$ cat src/design/thc_pkg.sv
`timescale 1ns / 1ps

package thc_pkg;

  localparam int unsigned AddrW   = 3;
  localparam int unsigned DataW   = 32;
  localparam int unsigned SizeW   = 36;
  localparam int unsigned ProdW   = 30;

  localparam logic [31:0] HdrBytes    = 32'd36;
  localparam logic [31:0] MinOffset   = 32'd12;
  localparam logic [31:0] FileSizeRst = 32'hFFFF_FFFF;
  localparam logic [31:0] BaseReqRst  = 32'd12;

  localparam logic [31:0] WrapMax      = 32'd2;
  localparam logic [31:0] MinFilterMax = 32'd5;
  localparam logic [31:0] MagFilterMax = 32'd1;
  localparam logic [7:0]  EdgeLodMax   = 8'd1;

  localparam logic [2:0] ERR_NONE   = 3'd0;
  localparam logic [2:0] ERR_HDR    = 3'd1;
  localparam logic [2:0] ERR_FIELD  = 3'd2;
  localparam logic [2:0] ERR_FORMAT = 3'd3;
  localparam logic [2:0] ERR_DATA   = 3'd4;

  localparam logic [0:0] REG_FILE_SIZE = 1'b0;
  localparam logic [0:0] REG_BASE_REQ  = 1'b1;

  localparam logic [31:0] FMT_I4     = 32'd0;
  localparam logic [31:0] FMT_I8     = 32'd1;
  localparam logic [31:0] FMT_IA4    = 32'd2;
  localparam logic [31:0] FMT_IA8    = 32'd3;
  localparam logic [31:0] FMT_RGB565 = 32'd4;
  localparam logic [31:0] FMT_RGB5A3 = 32'd5;
  localparam logic [31:0] FMT_RGBA8  = 32'd6;
  localparam logic [31:0] FMT_C4     = 32'd8;
  localparam logic [31:0] FMT_C8     = 32'd9;
  localparam logic [31:0] FMT_C14X2  = 32'd10;
  localparam logic [31:0] FMT_CMPR   = 32'd14;

  typedef struct packed {
    logic known;
    logic tw8;
    logic th8;
    logic tb64;
  } geo_t;

  typedef struct packed {
    logic [31:0] file_size;
    logic [31:0] base_required;
    logic        base_load;
  } cfg_t;

  function automatic geo_t tile_geo(input logic [31:0] fmt);
    geo_t g;
    g = '{known: 1'b1, tw8: 1'b0, th8: 1'b0, tb64: 1'b0};
    case (fmt)
      FMT_I4, FMT_C4, FMT_CMPR: begin
        g.tw8 = 1'b1;
        g.th8 = 1'b1;
      end
      FMT_I8, FMT_IA4, FMT_C8: begin
        g.tw8 = 1'b1;
      end
      FMT_IA8, FMT_RGB565, FMT_RGB5A3, FMT_C14X2: begin
        g.known = 1'b1;
      end
      FMT_RGBA8: begin
        g.tb64 = 1'b1;
      end
      default: begin
        g.known = 1'b0;
      end
    endcase
    return g;
  endfunction

endpackage

$ cat src/design/thc_cfg_regs.sv
`timescale 1ns / 1ps

module thc_cfg_regs (
  input  logic                     clk_i,
  input  logic                     rst_ni,
  input  logic                     psel,
  input  logic                     penable,
  input  logic                     pwrite,
  input  logic [thc_pkg::AddrW-1:0] paddr,
  input  logic [thc_pkg::DataW-1:0] pwdata,
  output logic [thc_pkg::DataW-1:0] prdata,
  output logic                     pready,
  output thc_pkg::cfg_t            cfg_o
);
  import thc_pkg::*;

  logic [31:0] file_size_q;
  logic [31:0] base_req_q;
  logic        wr_en;
  logic [0:0]  reg_idx;

  assign reg_idx = paddr[2];
  assign pready  = 1'b1;
  assign wr_en   = psel & penable & pwrite & pready;

  always_ff @(posedge clk_i or negedge rst_ni) begin
    if (!rst_ni) begin
      file_size_q <= FileSizeRst;
      base_req_q  <= BaseReqRst;
    end else if (wr_en) begin
      case (reg_idx)
        REG_FILE_SIZE: file_size_q <= pwdata;
        REG_BASE_REQ:  base_req_q  <= pwdata;
        default:       file_size_q <= file_size_q;
      endcase
    end
  end

  always_comb begin
    case (reg_idx)
      REG_FILE_SIZE: prdata = file_size_q;
      REG_BASE_REQ:  prdata = base_req_q;
      default:       prdata = '0;
    endcase
  end

  assign cfg_o.file_size     = file_size_q;
  assign cfg_o.base_required = pwdata;
  assign cfg_o.base_load     = wr_en && (reg_idx == REG_BASE_REQ);

endmodule

$ cat src/design/thc_mip_sum.sv
`timescale 1ns / 1ps

module thc_mip_sum (
  input  logic                      clk_i,
  input  logic                      rst_ni,
  input  logic                      start_i,
  input  logic [15:0]               width_i,
  input  logic [15:0]               height_i,
  input  logic [7:0]                max_lod_i,
  input  thc_pkg::geo_t             geo_i,
  output logic                      done_o,
  output logic [thc_pkg::SizeW-1:0] total_o
);
  import thc_pkg::*;

  logic             run_q;
  logic             pv_q;
  logic             done_q;
  logic [7:0]       cnt_q;
  logic [15:0]      w_q, h_q;
  logic [ProdW-1:0] prod_q;
  logic [SizeW-1:0] tot_q;

  logic [16:0]      wx, hy;
  logic [14:0]      bx, by;
  logic [SizeW-1:0] scaled;

  // tiles across and down for the current level
  assign wx = {1'b0, w_q} + (geo_i.tw8 ? 17'd7 : 17'd3);
  assign hy = {1'b0, h_q} + (geo_i.th8 ? 17'd7 : 17'd3);
  assign bx = geo_i.tw8 ? 15'(wx >> 3) : 15'(wx >> 2);
  assign by = geo_i.th8 ? 15'(hy >> 3) : 15'(hy >> 2);

  assign scaled = geo_i.tb64 ? {prod_q, 6'b0} : {1'b0, prod_q, 5'b0};

  always_ff @(posedge clk_i or negedge rst_ni) begin
    if (!rst_ni) begin
      run_q  <= 1'b0;
      pv_q   <= 1'b0;
      done_q <= 1'b0;
    end else if (start_i) begin
      run_q  <= 1'b1;
      pv_q   <= 1'b0;
      done_q <= 1'b0;
    end else begin
      pv_q   <= run_q;
      done_q <= pv_q && !run_q;
      if (run_q && cnt_q == 8'd0) begin
        run_q <= 1'b0;
      end
    end
  end

  always_ff @(posedge clk_i) begin
    if (start_i) begin
      cnt_q <= max_lod_i;
      w_q   <= width_i;
      h_q   <= height_i;
      tot_q <= '0;
    end else begin
      if (run_q) begin
        prod_q <= {15'd0, bx} * {15'd0, by};
        w_q    <= (w_q[15:1] == 15'd0) ? 16'd1 : {1'b0, w_q[15:1]};
        h_q    <= (h_q[15:1] == 15'd0) ? 16'd1 : {1'b0, h_q[15:1]};
        cnt_q  <= cnt_q - 8'd1;
      end
      if (pv_q) begin
        tot_q <= tot_q + scaled;
      end
    end
  end

  assign done_o  = done_q;
  assign total_o = tot_q;

endmodule

$ cat src/design/texture_header_check_core.sv
// Channel  Direction  Handshake                  Payload
// in       input      in_valid_i / in_stall_o    header fields, one request
// out      output     out_valid_o / out_stall_i  ok, error_code, data_bytes, required_bytes
// cfg      input      APB (psel/penable)         file_size @0x0, base_required @0x4
//
// One request at a time through the header, field, mip and data states; a
// header placement error skips the rest, a field or format error the mip and
// data states. The mip sum issues one level per cycle through a shared
// multiplier. Reset loads file_size and the running maximum; no clearing
// pass. A pending result sits in the output register while the next request
// is accepted; the new result waits until out_stall_i drops.
`timescale 1ns / 1ps

module texture_header_check_core (
  input  logic                      clk_i,
  input  logic                      rst_ni,
  input  logic                      psel,
  input  logic                      penable,
  input  logic                      pwrite,
  input  logic [thc_pkg::AddrW-1:0] paddr,
  input  logic [thc_pkg::DataW-1:0] pwdata,
  output logic [thc_pkg::DataW-1:0] prdata,
  output logic                      pready,
  input  logic                      in_valid_i,
  output logic                      in_stall_o,
  input  logic [31:0]               header_offset_i,
  input  logic [15:0]               height_i,
  input  logic [15:0]               width_i,
  input  logic [31:0]               format_i,
  input  logic [31:0]               data_offset_i,
  input  logic [31:0]               wrap_s_i,
  input  logic [31:0]               wrap_t_i,
  input  logic [63:0]               filter_pair_i,
  input  logic [31:0]               lod_bias_bits_i,
  input  logic [7:0]                edge_lod_enable_i,
  input  logic [7:0]                min_lod_i,
  input  logic [7:0]                max_lod_i,
  output logic                      out_valid_o,
  input  logic                      out_stall_i,
  output logic                      ok_o,
  output logic [2:0]                error_code_o,
  output logic [thc_pkg::SizeW-1:0] data_bytes_o,
  output logic [thc_pkg::SizeW-1:0] required_bytes_o
);
  import thc_pkg::*;

  localparam logic [2:0] ST_IDLE  = 3'd0;
  localparam logic [2:0] ST_HDR   = 3'd1;
  localparam logic [2:0] ST_FIELD = 3'd2;
  localparam logic [2:0] ST_MIP   = 3'd3;
  localparam logic [2:0] ST_DATA  = 3'd4;
  localparam logic [2:0] ST_DONE  = 3'd5;

  cfg_t cfg;

  logic [2:0]       state_q, state_d;
  logic [SizeW-1:0] req_q;
  logic             out_valid_q;

  logic [31:0]      hoff_q, doff_q;
  logic [15:0]      w_q, h_q;
  logic [7:0]       max_lod_q;
  geo_t             geo_q;
  logic             field_bad_q;
  logic [2:0]       err_q;
  logic [SizeW-1:0] bytes_q;

  logic             ok_q;
  logic [2:0]       err_out_q;
  logic [SizeW-1:0] bytes_out_q, req_out_q;

  logic             in_acc, out_free, mip_start, mip_done;
  logic [SizeW-1:0] mip_total;
  logic             field_bad;

  logic [31:0]      rng_off, room;
  logic [SizeW-1:0] rng_len, rng_end;
  logic             rng_pass, rng_chk;

  thc_cfg_regs u_cfg (
    .clk_i   (clk_i),
    .rst_ni  (rst_ni),
    .psel    (psel),
    .penable (penable),
    .pwrite  (pwrite),
    .paddr   (paddr),
    .pwdata  (pwdata),
    .prdata  (prdata),
    .pready  (pready),
    .cfg_o   (cfg)
  );

  thc_mip_sum u_mip (
    .clk_i     (clk_i),
    .rst_ni    (rst_ni),
    .start_i   (mip_start),
    .width_i   (w_q),
    .height_i  (h_q),
    .max_lod_i (max_lod_q),
    .geo_i     (geo_q),
    .done_o    (mip_done),
    .total_o   (mip_total)
  );

  assign in_stall_o = (state_q != ST_IDLE);
  assign in_acc     = in_valid_i && !in_stall_o;
  assign out_free   = !out_valid_q || !out_stall_i;

  assign field_bad = (width_i == 16'd0) || (height_i == 16'd0) ||
                     (min_lod_i > max_lod_i) || (lod_bias_bits_i[30:23] == 8'hFF) ||
                     (wrap_s_i > WrapMax) || (wrap_t_i > WrapMax) ||
                     (filter_pair_i[63:32] > MinFilterMax) ||
                     (filter_pair_i[31:0] > MagFilterMax) ||
                     (edge_lod_enable_i > EdgeLodMax);

  // shared range check: header span, later data span
  assign rng_chk  = (state_q == ST_HDR) || (state_q == ST_DATA);
  assign rng_off  = (state_q == ST_HDR) ? hoff_q : doff_q;
  assign rng_len  = (state_q == ST_HDR) ? {4'b0, HdrBytes} : bytes_q;
  assign room     = cfg.file_size - rng_off;
  assign rng_pass = (rng_off >= MinOffset) && (rng_off <= cfg.file_size) &&
                    (rng_len <= {4'b0, room});
  assign rng_end  = {4'b0, rng_off} + rng_len;

  assign mip_start = (state_q == ST_FIELD) && !field_bad_q && geo_q.known;

  always_comb begin
    state_d = state_q;
    case (state_q)
      ST_IDLE:  if (in_acc) state_d = ST_HDR;
      ST_HDR:   state_d = rng_pass ? ST_FIELD : ST_DONE;
      ST_FIELD: state_d = mip_start ? ST_MIP : ST_DONE;
      ST_MIP:   if (mip_done) state_d = ST_DATA;
      ST_DATA:  state_d = ST_DONE;
      ST_DONE:  if (out_free) state_d = ST_IDLE;
      default:  state_d = ST_IDLE;
    endcase
  end

  always_ff @(posedge clk_i or negedge rst_ni) begin
    if (!rst_ni) begin
      state_q     <= ST_IDLE;
      req_q       <= {4'b0, BaseReqRst};
      out_valid_q <= 1'b0;
    end else begin
      state_q <= state_d;
      if (cfg.base_load) begin
        req_q <= {4'b0, cfg.base_required};
      end else if (rng_chk && rng_pass && rng_end > req_q) begin
        req_q <= rng_end;
      end
      if (state_q == ST_DONE && out_free) begin
        out_valid_q <= 1'b1;
      end else if (!out_stall_i) begin
        out_valid_q <= 1'b0;
      end
    end
  end

  always_ff @(posedge clk_i) begin
    if (in_acc) begin
      hoff_q      <= header_offset_i;
      doff_q      <= data_offset_i;
      w_q         <= width_i;
      h_q         <= height_i;
      max_lod_q   <= max_lod_i;
      geo_q       <= tile_geo(format_i);
      field_bad_q <= field_bad;
      bytes_q     <= '0;
    end
    case (state_q)
      ST_HDR: begin
        if (!rng_pass) err_q <= ERR_HDR;
      end
      ST_FIELD: begin
        if (field_bad_q) begin
          err_q <= ERR_FIELD;
        end else if (!geo_q.known) begin
          err_q <= ERR_FORMAT;
        end
      end
      ST_MIP: begin
        if (mip_done) bytes_q <= mip_total;
      end
      ST_DATA: begin
        err_q <= rng_pass ? ERR_NONE : ERR_DATA;
      end
      ST_DONE: begin
        if (out_free) begin
          ok_q        <= (err_q == ERR_NONE);
          err_out_q   <= err_q;
          bytes_out_q <= bytes_q;
          req_out_q   <= req_q;
        end
      end
      default: begin
        err_q <= err_q;
      end
    endcase
  end

  assign out_valid_o      = out_valid_q;
  assign ok_o             = ok_q;
  assign error_code_o     = err_out_q;
  assign data_bytes_o     = bytes_out_q;
  assign required_bytes_o = req_out_q;

endmodule

$ cat config.mk
export PLATFORM = sky130hd
export DESIGN_NAME = texture_header_check_core
export DESIGN_NICKNAME = d
export VERILOG_FILES = /design/src/design/thc_pkg.sv /design/src/design/thc_cfg_regs.sv /design/src/design/thc_mip_sum.sv /design/src/design/texture_header_check_core.sv
export SDC_FILE = /design/constraint.sdc
export NUM_CORES = 2
export LEC_CHECK = 0
export BUFFER_PORTS_ARGS = -buffer_cell sky130_fd_sc_hd__buf_4
export CORE_MARGIN = 4
export CORE_UTILIZATION = 43
export DETAILED_ROUTE_END_ITERATION = 7
export GPL_ROUTABILITY_DRIVEN = 0
export PLACE_DENSITY_LB_ADDON = 0.15
export SLEW_MARGIN = 20
export SYNTH_ARGS = -nofsm -noshare
export SYNTH_HDL_FRONTEND = slang
export SYNTH_HIERARCHICAL = 1
export SYNTH_SLANG_ARGS = --single-unit
$ cat constraint.sdc
create_clock -name clk_i -period 8.3 [get_ports clk_i]
set_input_delay 0.415 -clock clk_i [delete_from_list [all_inputs] [get_ports clk_i]]
set_output_delay 0.415 -clock clk_i [all_outputs]
set_load 0.02 [all_outputs]
==> results.sh <==
export IMPL_status="completed"
export IMPL_drtPass1Iterations=6
export IMPL_cts_path_max_buffers=3
export IMPL_drive_above_1_share=0.2187
export IMPL_setup_viol=0
export IMPL_hold_class="input pin to flop"
export IMPL_pre_cts_ws_ps=209.1
export IMPL_grt_pass1_vias=26340
export IMPL_ys_types=103
export IMPL_syn_to_final_growth_pct=20.80
export IMPL_wl_per_cell_um=19.74
export IMPL_cp_arrival_ps=8220
export IMPL_io_pins=465
export IMPL_dpl_cell_area_um2=37160
export IMPL_hpwl_mm=75.59
export IMPL_cts_tree="yes"
export IMPL_setup_slack_ps=395.3
export IMPL_async_flop_share=0.2477
export IMPL_synth_edf_count=258
export IMPL_worstPathMaxFanout=7
export IMPL_slew_viol_final=0
export IMPL_yosysWarnings=6
export IMPL_dp_cells=4563
export IMPL_finalClockSkew_ps=21.09
export IMPL_cp_required_ps=8620
export IMPL_cts_buffers=48
export IMPL_drtIter0Drc=1354
export IMPL_max_freq_ghz=0.1265
export IMPL_cpMostUsedCell="fa_1"
export IMPL_drc_errors=0
export IMPL_ys_ff_latch=432
export IMPL_grt_overflow=0
export IMPL_holdPathStages=1
export IMPL_track_usage=0.2286
export IMPL_r2r_slack_ps=400
export IMPL_clkTransAtPathRegs_ps=60
export IMPL_synth_area_um2=32840
export IMPL_fin_area_um2=39670
export IMPL_reg2reg_depth=26
export IMPL_rows=101
export IMPL_slowest_delay_ps=610
export IMPL_grt_antenna_before_repair=3
export IMPL_min_period_ps=7905
export IMPL_htreeDepth=2
export IMPL_via_count=25350
export IMPL_dieArea_um2=80860
export IMPL_ant_nets=0
export IMPL_portBuffers=434
export IMPL_synth_ff_type="edfxtp_1"
export IMPL_min_period_over_period=0.9524
export IMPL_hold_viol=0
export IMPL_ys_seq_area_frac=0.3596
export IMPL_clk_latency_ps=590
export IMPL_critPathLaunchType="flop"
export IMPL_start_util=0.4331
export IMPL_cts_root_buf="clkbuf_16"
export IMPL_cp_depth=26
export IMPL_rsz0062_at_grt="no"
export IMPL_cp_end_kind="flop"
export IMPL_grt_start_max_net_pins=69
export IMPL_chipHeight_um=284.4
export IMPL_grt_pass1_wl_mm=147.1
export IMPL_via_per_inst=5.344
export IMPL_final_cells=4744
export IMPL_path_delay_family="adder cells"
export IMPL_maxCapViolCount=0
export IMPL_core_area_um2=75820
export IMPL_wirelength_mm=93.67
export IMPL_syn_area_per_cell_um2=10.21
export IMPL_slew_headroom=0.3244
export IMPL_crit_buf_inv=4
export IMPL_synthCells=3218
export IMPL_cts_sinks=432
export IMPL_cpMaxStageDelayCell="a21boi_1"
export IMPL_nNetsFinal=4507
export IMPL_finalSetupTns_ps=0
export IMPL_path_class="flop to flop"
export IMPL_worst_pin_slew_ps=1004
export IMPL_dieWidth_um=284.4
==> cell families (layout without fill, tap and decap cells) <==
kind of cell / after synthesis / in the layout / synth area share
simple gates: 912 / 912 / 0.1372
compound gates: 610 / 610 / 0.1255
buf+inv: 474 / 1016 / 0.06077
fa+ha+maj: 433 / 433 / 0.2034
flops: 432 / 432 / 0.3596
mux: 220 / 220 / 0.07703
xor+xnor: 135 / 135 / 0.03623
other cells: 2 / 8 / 0.0002287
==> registers in the layout (all words and copies together), names as in the netlist, 3 cells and up <==
signal	cells
req_q	36
bytes_q	36
err_q	3
h_q	16
u_mip/prod_q	30
u_mip/h_q	16
state_q	3
w_q	16
u_mip/total_o	31
u_cfg/file_size_q	32
u_mip/w_q	16
required_bytes_o	36
max_lod_q	8
error_code_o	3
geo_q	4
data_bytes_o	36
u_cfg/base_req_q	32
doff_q	32
u_mip/cnt_q	8
hoff_q	32
==> cell usage after synthesis, types with 34 or more instances <==
master	n	share of area
and2_1	50	0.0095
o21ai_0	132	0.020
fa_1	170	0.10
nand2_1	278	0.032
nand2b_1	34	0.0065
buf_4	38	0.0087
xnor2_1	84	0.022
ha_1	258	0.098
dfstp_2	36	0.029
edfxtp_1	258	0.24
nor4_1	72	0.014
a21o_1	81	0.019
mux2_2	116	0.040
dfrtp_1	71	0.054
nor2_1	220	0.025
clkbuf_1	70	0.0080
nand4_1	49	0.0093
nor3_1	41	0.0062
mux2i_1	68	0.021
dfxtp_1	67	0.041
xor2_1	50	0.013
a22o_1	36	0.0096
inv_1	335	0.038
a21oi_1	140	0.021
==> cells in the final DEF (no fill, tap or decap), types with 14 or more instances in the layout <==
| cell type | count |
|---|---|
| dfxtp_1 | 67 |
| nor4_1 | 70 |
| mux2_4 | 30 |
| fa_1 | 170 |
| dlygate4sd3_1 | 90 |
| o211ai_1 | 20 |
| nor2_1 | 218 |
| edfxtp_1 | 258 |
| ha_1 | 258 |
| buf_4 | 499 |
| nand4_1 | 49 |
| a21o_1 | 81 |
| nand3_1 | 30 |
| xor2_1 | 50 |
| clkbuf_16 | 50 |
| dfrtp_1 | 71 |
| nand2b_1 | 34 |
| o21ai_0 | 132 |
| and2_1 | 50 |
| nor3_1 | 41 |
| o21a_1 | 25 |
| or2_2 | 21 |
| inv_1 | 334 |
| mux2_2 | 116 |
| a22o_1 | 36 |
| a31oi_1 | 15 |
| mux2i_1 | 68 |
| nand2_1 | 278 |
| a21oi_1 | 138 |
| a211oi_1 | 19 |
| xnor2_1 | 84 |
| o21bai_1 | 15 |
| nor2b_1 | 28 |
| dfstp_2 | 36 |
| or3_1 | 14 |
| and3_1 | 26 |
==> worst reg2reg max path: cells and delay by family (launching register included) <==
family | cells | cell delay, ps
AND/OR/NAND/NOR | 2 | 230
flip-flops | 1 | 430
XOR/XNOR | 1 | 160
adder cells (fa/ha/maj) | 8 | 3890
buffers and inverters | 4 | 550
AO/OA/AOI/OAI | 11 | 2390
==> layout make-up <==
class                      count  area [um2]
antenna                        2       5.005
clock buffer                  65        1338
clock inverter                24       234.0
fill                        6850       36150
inverter                     337        1265
multi-input combinational   2316       19130
sequential                   432       11810
tap                          978        1224
timing repair buffer         590        4667
==> through the flow <==
| stage | hold slack [ps] | utilization |
|---|---|---|
| CTS | 0.1554 | 0.5225 |
| global route | 3.814 | 0.5232 |
| finish | 40.63 | 0.5232 |
| global placement | 444.6 | 0.4901 |
| detailed placement | 444.9 | 0.4901 |
| floorplan | 119.4 | - |
==> final timing paths <==
check,from,end
worst max-delay path,u_mip/w_q[2],u_mip/prod_q[28]
worst min-delay path,header_offset_i[8],hoff_q[8]
worst max register to register,u_mip/w_q[2],u_mip/prod_q[28]
worst min register to register,bytes_q[2],data_bytes_o[2]
max in group asynchronous,rst_ni,req_q[30]
min in group asynchronous,rst_ni,req_q[7]
==> per-layer routing <==
metal	GRT usage	vias to the layer above	routed length, um
met5	0	-	0
met4	0.06283	0	2663
met3	0.02630	129	4054
met2	0.4036	619	46250
met1	0.2979	12190	40700
li1	-	12410	-
==> repair_timing <==
action,in CTS,in global routing
endpoints found under the setup margin,0,8
hold endpoints to repair,115,1
hold buffers,89,1
gates resized for setup,0,9
buffers inserted,0,0
Power is not shown: default switching activity piles up to over one toggle a cycle in this logic, so the estimate is an artifact.
